==> src/hdl/servo_position_reply_parser_assert.svh <==
// assertion macros for the servo reply parser
// each macro takes a label, an antecedent and a consequent sampled on i_clk
// the assertions are disabled while i_rst_n is low
`ifndef SERVO_POSITION_REPLY_PARSER_ASSERT_SVH
`define SERVO_POSITION_REPLY_PARSER_ASSERT_SVH

`ifndef SYNTH
// same-cycle implication
`define SPRP_ASSERT_SAME(label, ante, cons) \
    label: assert property (@(posedge i_clk) disable iff (!i_rst_n) (ante) |-> (cons)) \
        else $error("servo reply parser: assertion failed");
// next-cycle implication
`define SPRP_ASSERT_NEXT(label, ante, cons) \
    label: assert property (@(posedge i_clk) disable iff (!i_rst_n) (ante) |=> (cons)) \
        else $error("servo reply parser: assertion failed");
`else
`define SPRP_ASSERT_SAME(label, ante, cons)
`define SPRP_ASSERT_NEXT(label, ante, cons)
`endif

`endif

==> src/hdl/sprp_pkg.sv <==
package sprp_pkg;

    // parse phase of the current reply
    typedef enum logic [1:0] {
        PH_SEEK = 2'd0,
        PH_ID   = 2'd1,
        PH_POS  = 2'd2
    } t_phase;

    // result status codes
    typedef enum logic [2:0] {
        ST_OK        = 3'd0,
        ST_NO_HASH   = 3'd1,
        ST_TOO_SHORT = 3'd2,
        ST_NO_ID     = 3'd3,
        ST_BAD_ID    = 3'd4,
        ST_BAD_POS   = 3'd5
    } t_status;

    // per-field leading-integer parse flags
    typedef struct packed {
        logic stop;
        logic digit;
        logic sign;
    } t_field;

    // characters of the reply framing
    localparam logic [7:0] ChHash  = 8'h23;
    localparam logic [7:0] ChP     = 8'h50;
    localparam logic [7:0] ChBang  = 8'h21;
    localparam logic [7:0] ChMinus = 8'h2D;
    localparam logic [7:0] ChZero  = 8'h30;
    localparam logic [7:0] ChNine  = 8'h39;

    // shortest acceptable frame, counted from '#' to '!' inclusive
    localparam logic [3:0] MinFrame = 4'd10;

    // id saturation point and position magnitude limit
    localparam logic [8:0]  IdSat    = 9'd256;
    localparam logic [31:0] PosLimit = 32'h8000_0000;

endpackage

==> src/hdl/servo_position_reply_parser.sv <==
// Servo position reply parser: takes one received character per transaction and gives one
// result transaction (status, signed 32-bit position) at each '!' that closes a reply; all
// other characters give no result. A character can be accepted in every clock cycle, and a result
// passes through one input register and one result register after its '!' is accepted; the
// input only stalls while a finished result is held by a stall on the output side.
// Assert start_req with the first character of a reply to clear any partial parse; after a
// '!' the parser clears itself. i_servo_id is compared at the closing '!'.
`include "servo_position_reply_parser_assert.svh"

module servo_position_reply_parser (
    input  logic               i_clk,
    input  logic               i_rst_n,
    // character input channel
    input  logic               i_in_valid,
    output logic               o_in_stall,
    input  logic [7:0]         i_rx_byte,
    input  logic               i_start_req,
    input  logic [7:0]         i_servo_id,
    // result channel
    output logic               o_out_valid,
    input  logic               i_out_stall,
    output logic [2:0]         o_status,
    output logic signed [31:0] o_position
);
    import sprp_pkg::*;

    // input register
    logic        r_in_valid;
    logic [7:0]  r_in_byte;
    logic        r_in_start;
    logic [7:0]  r_in_exp_id;

    // parse state
    t_phase      r_phase,    n_phase;
    logic [3:0]  r_frame_len, n_frame_len;
    t_field      r_id_flags, n_id_flags;
    logic [8:0]  r_id_value, n_id_value;
    logic        r_id_empty, n_id_empty;
    t_field      r_pos_flags, n_pos_flags;
    logic [31:0] r_pos_mag,  n_pos_mag;
    logic        r_pos_ovf,  n_pos_ovf;

    // result register
    logic               r_out_valid;
    t_status            r_status;
    logic signed [31:0] r_position;

    // working values
    t_phase      cur_phase;
    logic [3:0]  cur_frame_len;
    t_field      cur_id_flags;
    logic [8:0]  cur_id_value;
    logic        cur_id_empty;
    t_field      cur_pos_flags;
    logic [31:0] cur_pos_mag;
    logic        cur_pos_ovf;
    logic        advance;
    logic        fire;
    logic        is_bang;
    logic        is_digit;
    logic [3:0]  digit;
    logic [11:0] id_ext;
    logic [11:0] id_prod;
    logic [35:0] pos_ext;
    logic [35:0] pos_prod;
    logic        id_bad;
    logic        pos_neg;
    logic        pos_bad;
    t_status     res_status;
    logic [31:0] res_position;

    // handshake control
    assign advance    = !r_out_valid || !i_out_stall;
    assign fire       = r_in_valid && advance;
    assign o_in_stall = r_in_valid && !advance;

    // character classification
    assign is_bang  = (r_in_byte == ChBang);
    assign is_digit = (r_in_byte >= ChZero) && (r_in_byte <= ChNine);
    assign digit    = r_in_byte[3:0];

    // decimal accumulation by shift-add
    assign id_ext   = {3'b000, cur_id_value};
    assign id_prod  = (id_ext << 3) + (id_ext << 1) + {8'h00, digit};
    assign pos_ext  = {4'h0, cur_pos_mag};
    assign pos_prod = (pos_ext << 3) + (pos_ext << 1) + {32'h0, digit};

    // start request clears the state before the character is taken
    always_comb begin
        if (r_in_start) begin
            cur_phase     = PH_SEEK;
            cur_frame_len = '0;
            cur_id_flags  = '0;
            cur_id_value  = '0;
            cur_id_empty  = 1'b1;
            cur_pos_flags = '0;
            cur_pos_mag   = '0;
            cur_pos_ovf   = 1'b0;
        end else begin
            cur_phase     = r_phase;
            cur_frame_len = r_frame_len;
            cur_id_flags  = r_id_flags;
            cur_id_value  = r_id_value;
            cur_id_empty  = r_id_empty;
            cur_pos_flags = r_pos_flags;
            cur_pos_mag   = r_pos_mag;
            cur_pos_ovf   = r_pos_ovf;
        end
    end

    // field checks at the closing character
    assign id_bad  = !cur_id_flags.digit || (cur_id_value > 9'd255) ||
                     (cur_id_flags.sign && (cur_id_value != 9'd0)) ||
                     (cur_id_value != {1'b0, r_in_exp_id});
    assign pos_neg = cur_pos_flags.sign;
    assign pos_bad = !cur_pos_flags.digit || cur_pos_ovf ||
                     (!pos_neg && (cur_pos_mag == PosLimit));

    // next parse state and result
    always_comb begin
        n_phase     = cur_phase;
        n_frame_len = cur_frame_len;
        n_id_flags  = cur_id_flags;
        n_id_value  = cur_id_value;
        n_id_empty  = cur_id_empty;
        n_pos_flags = cur_pos_flags;
        n_pos_mag   = cur_pos_mag;
        n_pos_ovf   = cur_pos_ovf;
        res_status  = ST_OK;
        res_position = '0;

        if ((cur_phase != PH_SEEK) && (cur_frame_len < MinFrame)) begin
            n_frame_len = cur_frame_len + 4'd1;
        end

        if (is_bang) begin
            priority if (cur_phase == PH_SEEK) begin
                res_status = ST_NO_HASH;
            end else if (n_frame_len < MinFrame) begin
                res_status = ST_TOO_SHORT;
            end else if ((cur_phase == PH_ID) || cur_id_empty) begin
                res_status = ST_NO_ID;
            end else if (id_bad) begin
                res_status = ST_BAD_ID;
            end else if (pos_bad) begin
                res_status = ST_BAD_POS;
            end else begin
                res_status   = ST_OK;
                res_position = pos_neg ? (32'h0 - cur_pos_mag) : cur_pos_mag;
            end
            // a closed reply leaves the parser clear
            n_phase     = PH_SEEK;
            n_frame_len = '0;
            n_id_flags  = '0;
            n_id_value  = '0;
            n_id_empty  = 1'b1;
            n_pos_flags = '0;
            n_pos_mag   = '0;
            n_pos_ovf   = 1'b0;
        end else begin
            unique case (cur_phase)
                PH_SEEK: begin
                    if (r_in_byte == ChHash) begin
                        n_phase     = PH_ID;
                        n_frame_len = 4'd1;
                    end
                end
                PH_ID: begin
                    if (r_in_byte == ChP) begin
                        n_phase = PH_POS;
                    end else begin
                        n_id_empty = 1'b0;
                        if (!cur_id_flags.stop) begin
                            if (is_digit) begin
                                n_id_flags.digit = 1'b1;
                                n_id_value = (id_prod > {3'b000, IdSat}) ? IdSat : id_prod[8:0];
                            end else if ((cur_id_flags == '0) && (r_in_byte == ChMinus)) begin
                                n_id_flags.sign = 1'b1;
                            end else begin
                                n_id_flags.stop = 1'b1;
                            end
                        end
                    end
                end
                PH_POS: begin
                    if (!cur_pos_flags.stop) begin
                        if (is_digit) begin
                            n_pos_flags.digit = 1'b1;
                            if (pos_prod > {4'h0, PosLimit}) begin
                                n_pos_ovf = 1'b1;
                                n_pos_mag = PosLimit;
                            end else begin
                                n_pos_mag = pos_prod[31:0];
                            end
                        end else if ((cur_pos_flags == '0) && (r_in_byte == ChMinus)) begin
                            n_pos_flags.sign = 1'b1;
                        end else begin
                            n_pos_flags.stop = 1'b1;
                        end
                    end
                end
                default: begin
                    n_phase = PH_SEEK;
                end
            endcase
        end
    end

    // input register
    always_ff @(posedge i_clk) begin
        if (!i_rst_n) begin
            r_in_valid <= 1'b0;
        end else if (!o_in_stall) begin
            r_in_valid <= i_in_valid;
        end
    end

    always_ff @(posedge i_clk) begin
        if (i_in_valid && !o_in_stall) begin
            r_in_byte   <= i_rx_byte;
            r_in_start  <= i_start_req;
            r_in_exp_id <= i_servo_id;
        end
    end

    // parse state register
    always_ff @(posedge i_clk) begin
        if (!i_rst_n) begin
            r_phase     <= PH_SEEK;
            r_frame_len <= '0;
            r_id_flags  <= '0;
            r_id_value  <= '0;
            r_id_empty  <= 1'b1;
            r_pos_flags <= '0;
            r_pos_mag   <= '0;
            r_pos_ovf   <= 1'b0;
        end else if (fire) begin
            r_phase     <= n_phase;
            r_frame_len <= n_frame_len;
            r_id_flags  <= n_id_flags;
            r_id_value  <= n_id_value;
            r_id_empty  <= n_id_empty;
            r_pos_flags <= n_pos_flags;
            r_pos_mag   <= n_pos_mag;
            r_pos_ovf   <= n_pos_ovf;
        end
    end

    // result register
    always_ff @(posedge i_clk) begin
        if (!i_rst_n) begin
            r_out_valid <= 1'b0;
        end else if (fire && is_bang) begin
            r_out_valid <= 1'b1;
        end else if (!i_out_stall) begin
            r_out_valid <= 1'b0;
        end
    end

    always_ff @(posedge i_clk) begin
        if (fire && is_bang) begin
            r_status   <= res_status;
            r_position <= res_position;
        end
    end

    assign o_out_valid = r_out_valid;
    assign o_status    = r_status;
    assign o_position  = r_position;

    // checks
    `SPRP_ASSERT_NEXT(a_bang_gives_result, fire && is_bang, r_out_valid)
    `SPRP_ASSERT_SAME(a_pos_zero_on_error, r_out_valid && (r_status != ST_OK), r_position == 0)
    `SPRP_ASSERT_SAME(a_seek_has_no_length, r_phase == PH_SEEK, r_frame_len == 4'd0)
    `SPRP_ASSERT_SAME(a_length_saturates, 1'b1, r_frame_len <= MinFrame)
    `SPRP_ASSERT_SAME(a_id_saturates, 1'b1, r_id_value <= IdSat)

endmodule

==> config.mk <==
export PLATFORM = sky130hd
export DESIGN_NAME = servo_position_reply_parser
export DESIGN_NICKNAME = d
export VERILOG_FILES = /design/src/hdl/sprp_pkg.sv /design/src/hdl/servo_position_reply_parser.sv
export VERILOG_INCLUDE_DIRS = /design/src /design/src/hdl
export SDC_FILE = /design/constraint.sdc
export NUM_CORES = 1
export LEC_CHECK = 0
export BUFFER_PORTS_ARGS = -buffer_cell sky130_fd_sc_hd__buf_4
export CORE_ASPECT_RATIO = 0.5
export CORE_MARGIN = 2
export CORE_UTILIZATION = 60
export DETAILED_ROUTE_END_ITERATION = 16
export PLACE_DENSITY = 0.81
export SYNTH_ARGS = -nofsm -noshare
export SYNTH_HDL_FRONTEND = slang
export SYNTH_SLANG_ARGS = --single-unit
==> constraint.sdc <==
create_clock -name i_clk -period 6.9 [get_ports i_clk]
set_clock_uncertainty 0.2 [all_clocks]
set_input_delay 1.035 -clock i_clk [delete_from_list [all_inputs] [get_ports i_clk]]
set_output_delay 1.035 -clock i_clk [all_outputs]
set_load 0.02 [all_outputs]
# ---- After elaboration in Yosys (flattened, before gate mapping)
# Index checks and enable logic that the tools add are counted.
dict set report word_totals {
  reg_bits 109
  in_bits 21
  out_inout_bits 37
  elab_cells 136
}
dict set report classes {
  addsub 6
  magnitude_cmp 7
  eq_ne 9
  muxes 60
  n_bitwise 1
  n_reduce_logical 32
}
# op count
set ops {}
lappend ops {{two-way mux 32 bit} 7}
lappend ops {{two-way mux 9 bit} 7}
lappend ops {{adder 35 x 33 -> 36 bit} 1}
lappend ops {{adder 36 x 4 -> 36 bit} 1}
lappend ops {{greater-than comparator 36 x 32 -> 1 bit, second input constant} 1}
lappend ops {{two-way mux 3 bit} 11}
lappend ops {{equality test 32 bit, second input constant} 1}
lappend ops {{subtractor 1 x 32 -> 32 bit, first input constant} 1}
lappend ops {{equality test 8 x 6 -> 1 bit, second input constant} 3}
lappend ops {{two-way mux 1 bit} 23}
lappend ops {{two-way mux 4 bit} 5}
lappend ops {{adder 12 x 10 -> 12 bit} 1}
lappend ops {{adder 12 x 4 -> 12 bit} 1}
lappend ops {{greater-than comparator 12 x 9 -> 1 bit, second input constant} 1}
lappend ops {{two-way mux 2 bit} 6}
lappend ops {{logical AND 1 bit} 10}
lappend ops {{greater-than comparator 9 x 8 -> 1 bit, second input constant} 1}
lappend ops {{!= test 9 x 8 -> 1 bit} 1}
lappend ops {{nonzero test 9 bit} 1}
lappend ops {{equality test 8 x 7 -> 1 bit, second input constant} 1}
lappend ops {{>= comparator 8 x 6 -> 1 bit, second input constant} 1}
lappend ops {{less-or-equal comparator 8 x 6 -> 1 bit, second input constant} 1}
lappend ops {{< comparator 4 bit, second input constant} 2}
lappend ops {{logical NOT 1 bit} 7}
lappend ops {{13 further kinds} 20}

# ---- Longest topological paths before layout
dict set report logic_depth {
  ltp_word 10
  ltp_mapped 21
  mapped_depth_nobuf 15
}

# ---- Least setup slack after synthesis
# OpenSTA, ideal clock, no wires.
dict set report synth_timing {
  kind {register -> register}
  from {register r_in_start}
  to {register r_pos_mag[10]}
  setup_ps 83
  t_arrival_ps 5497
  required_time_ps 6617
  setup_slack_ps 1120
  path_stages_with_launch 22
  path_buffers 6
  period_less_slack_ps 5780
  cell_sequence {edfxtp_1 clkbuf_1 clkbuf_1 clkbuf_1 clkbuf_1 clkbuf_1 nor2b_1 ha_1 ha_1 inv_1 fa_1 nand2b_1 a21oi_1 o211ai_1 a21oi_1 nor3_4 xnor2_1 or4_4 o41ai_4 nand3_2 buf_6 o31ai_4}
}
dict set report synth_between {
  elab_chain_len 9
  elab_cells_between_ends 12
  cone_classes {2 x add/sub; 1 x order compare; 1 x eq/ne; 8 x mux}
}
# element line_no
set synth_lines {}
lappend synth_lines {{start: declaration} servo_position_reply_parser.sv:30} ;# logic r_in_start;
lappend synth_lines {{start signal: assignment} servo_position_reply_parser.sv:221} ;# r_in_start <= i_start_req;
lappend synth_lines {{two-way mux 32 bit} servo_position_reply_parser.sv:90} ;# if (r_in_start) begin
lappend synth_lines {{adder 35 x 33 -> 36 bit} servo_position_reply_parser.sv:86} ;# assign pos_prod = (pos_ext << 3) + (pos_ext << 1) + {32'h0, digit};
lappend synth_lines {{adder 36 x 4 -> 36 bit} servo_position_reply_parser.sv:86}
lappend synth_lines {{greater-than comparator 36 x 32 -> 1 bit} servo_position_reply_parser.sv:189} ;# if (pos_prod > {4'h0, PosLimit}) begin
lappend synth_lines {{two-way mux 32 bit} servo_position_reply_parser.sv:189}
lappend synth_lines {{two-way mux 32 bit} servo_position_reply_parser.sv:187} ;# if (is_digit) begin
lappend synth_lines {{two-way mux 32 bit} servo_position_reply_parser.sv:186} ;# if (!cur_pos_flags.stop) begin
lappend synth_lines {{two-way mux 32 bit (*)} servo_position_reply_parser.sv:161} ;# unique case (cur_phase)
lappend synth_lines {{two-way mux 32 bit (*)} servo_position_reply_parser.sv:136} ;# if (is_bang) begin
lappend synth_lines {{end signal: assignment} servo_position_reply_parser.sv:244} ;# r_pos_mag <= n_pos_mag;
lappend synth_lines {{end: declaration} servo_position_reply_parser.sv:40} ;# logic [31:0] r_pos_mag, n_pos_mag;
# Mark *: on every way between the ends. The rest lies on a longest branch, timed or not.
# A chain may end at the register's enable or synchronous reset.

# ---- Final worst setup path
dict set report layout_timing {
  from {register r_in_start}
  to {register r_pos_mag[1]}
}
# Same word-level chain as after synthesis.

==> results.ini <==
[cts]
cts_made_buffers = 9
clock_sinks = 109
clock_latency_ps = 360
postCtsResizedCells = 0
cts_hold_buffers = 0
cts_tree = yes
htreeDepth = 3
clockBufferDepth = 2
path_clk_slew_ps = 80
postCtsSetupBuffers = 0
root_buffer = clkbuf_16

[layout]
fin_nets = 1144
n_antenna_cell = 0
syn_to_final_growth_pct = 9.925
final_common_cell = nor2_1
final_util_pct = 68.26
mostFrequentLayoutCells = 103 x nor2_1, 102 x nand2_1, 81 x ha_1
layout-drive-gt1-share_pct = 9.579

[placed_design]
gp_congestion = 0.8966
port_buffers = 57
dp_hpwl_um = 17320

[worst_setup_path]
crit_buf_inv = 2
critPathKind = reg2reg
critPathTopFamily = compound AO/OA/AOI/OAI gates
cp.arrival_ps = 5740
cp.required_ps = 6950
end_kind = register
critPathLaunchType = register
cp_slowest_cell = o41ai_4
crit_chain = buf_4 > nor2b_1 > ha_1 > ha_1 > inv_1 > fa_1 > nand2b_1 > a21oi_1 > o211ai_1 > a21oi_1 > nor3_4 > xnor2_1 > or4_4 > o41ai_4 > nand3_2 > o31ai_1
slowest_delay_ps = 610
crit_fanout = 40

[global_route]
grt_pass1_wl_um = 36570
antenna_found_initial = 0
grt_remaining_overflow = 0
grt_max_degree = 41
grt_usage_pct = 30.43
grt_pass1_vias = 7480

[die]
die_w_um = 172.2
initial_core_util_pct = 62.10
rows = 30
io_pins = 58
core_sq_mm = 0.01366
die_y_um = 88.09
die_area_sq_mm = 0.01517

[logic_synthesis]
synthFlopType = dfxtp_1
yosysTopAreaCellShare_pct = 18.40
syn-cell-area_sq_mm = 0.008484
synth.net_count = 1110
synth_edf_count = 52
yosys.area.top_type = edfxtp_1
synth.avg_cell_area_sq_um = 8.442
synth-seq-cells = 109
synthArstFlopShare_pct = 0
synthTopCellsByArea = edfxtp_1 18%, dfxtp_1 13%, ha_1 12%, nor2_1 4.6%, nand2_1 4.5%
yosysWarnings = 0
ys_seq_area_share_pct = 31.85
ys_types = 77
syn_inst = 1005

[flow_run]
maxCapViolations = 0

[power]
pwr_density_cell_mw_per_mm2 = 135.5
irDropWorstVdd_uv = 140.5
power.leakage_nw = 4.010

[route]
firstDrtPassIters = 5
drtAntennaViolNets = 0
drt_wl_total_um = 22440
drcViolationCount = 0
vias_per_cell = 6.400
wl_per_cell_um = 18.15
num_vias = 7910
drtIter0Drc = 595

[sta]
min_period_ps = 5692
max-slew-margin-rel_pct = 33.31
finalCritPeriodShare_pct = 82.49
drv_slew = 0
worstMarginPinSlew_ps = 1000
hold_viol_final = 0
setup-tns-final_ps = 0
grt_setup_unrepaired = no
setup_viol = 0
fmax_ghz = 0.1757

[worst_hold_path]
hp-class = reg2reg

[outcome]
status = completed

[area by class of cell]
type,instances,area (sq um)
inverter,31,116.4
tap,192,240.2
fill,1164,4337
timing repair buffer,63,473.0
multi-input combinational,825,5497
clock buffer,9,225.2
clock inverter,7,72.57
sequential,109,2703
[registers in the layout, indices dropped and copies added, names as in the netlist]
name and count:
r_id_value 9, r_in_exp_id 8, r_id_flags 3, r_pos_flags 3, r_in_byte 8, o_out_valid 1, r_in_valid 1, r_phase 2
r_pos_ovf 1, r_pos_mag 32, r_frame_len 4, r_id_empty 1, r_in_start 1, o_status 3, o_position 32
[power breakdown]
part	leakage [nW]	internal, W	switching [W]
Combinational	2.84	0.0000201	0.0000393
Sequential	1.03	0.000682	0.00000792
Clock	0.145	0.000254	0.000260
[final timing paths]
path,startpoint,endpoint,slack (ps),cells after the start
worst min-delay path,r_id_value[3],r_id_value[3],280,1
worst min register to register,r_id_value[3],r_id_value[3],280,1
worst max-delay path,r_in_start,r_pos_mag[1],1210,16
worst max register to register,r_in_start,r_pos_mag[1],1210,16
[cells by family (layout without fill, tap and decap cells)]
group | after synthesis | count (layout) | synth area share, %
multiplexers | 4 | 4 | 0.4719
flip-flops | 109 | 109 | 31.85
AND/OR/NAND/NOR | 393 | 393 | 23.17
AO/OA/AOI/OAI | 285 | 285 | 22.31
XOR/XNOR | 59 | 59 | 6.091
adder cells (fa/ha/maj) | 84 | 84 | 12.65
buffers and inverters | 71 | 110 | 3.451
[metal layers]
| metal | vias up | GRT usage, % | part of all wire (%) | routed length (um) |
|---|---|---|---|---|
| met2 | 298 | 53.16 | 48 | 10670 |
| met3 | 50 | 4.293 | 6.2 | 1381 |
| met4 | 0 | 9.778 | 2.6 | 581 |
| met5 | - | 0 | 0 | 0 |
| met1 | 3791 | 39.51 | 44 | 9799 |
| li1 | 3771 | - | - | - |
[cells in the mapped netlist (5+ instances only)]
cell type    n
dfxtp_1     57
and3_1      10
a21boi_0     7
xor2_1      39
nor4_1       5
a22o_1       7
or4_1        7
xnor2_1     20
a21oi_1     70
o21a_1       9
a21o_1      14
or2_2        6
nor2_1     104
o211ai_1    17
ha_1        81
a32o_1      11
clkbuf_1    32
a211oi_1     8
inv_1       31
o21ai_1     14
a22oi_1      6
nor2b_1     54
o31ai_1      9
nand3_1     18
and2_1      11
nand4_1     19
nor3_1      21
nand2_1    102
o21ai_0     72
or3_1        9
edfxtp_1    52
[through the flow]
| stage | power, W | hold slack, ps | setup WS [ps] | instance area, sq um | cells |
|---|---|---|---|---|---|
| finish | 0.001263 | 279.8 | 1208 | 9326 | 1236 |
| global route | 0.001293 | 310.6 | 933.3 | 9326 | 1236 |
| CTS | 0.001263 | 278.5 | 1321 | 9326 | 1236 |
| detailed placement | 0.0007627 | 258.1 | 1439 | 9029 | 1220 |
| global placement | 0.0007605 | 254.7 | 1727 | 9029 | 1220 |
| floorplan | 0.0007381 | 239.6 | 1120 | 8484 | 1005 |
Power figures use the tool's default switching activity.
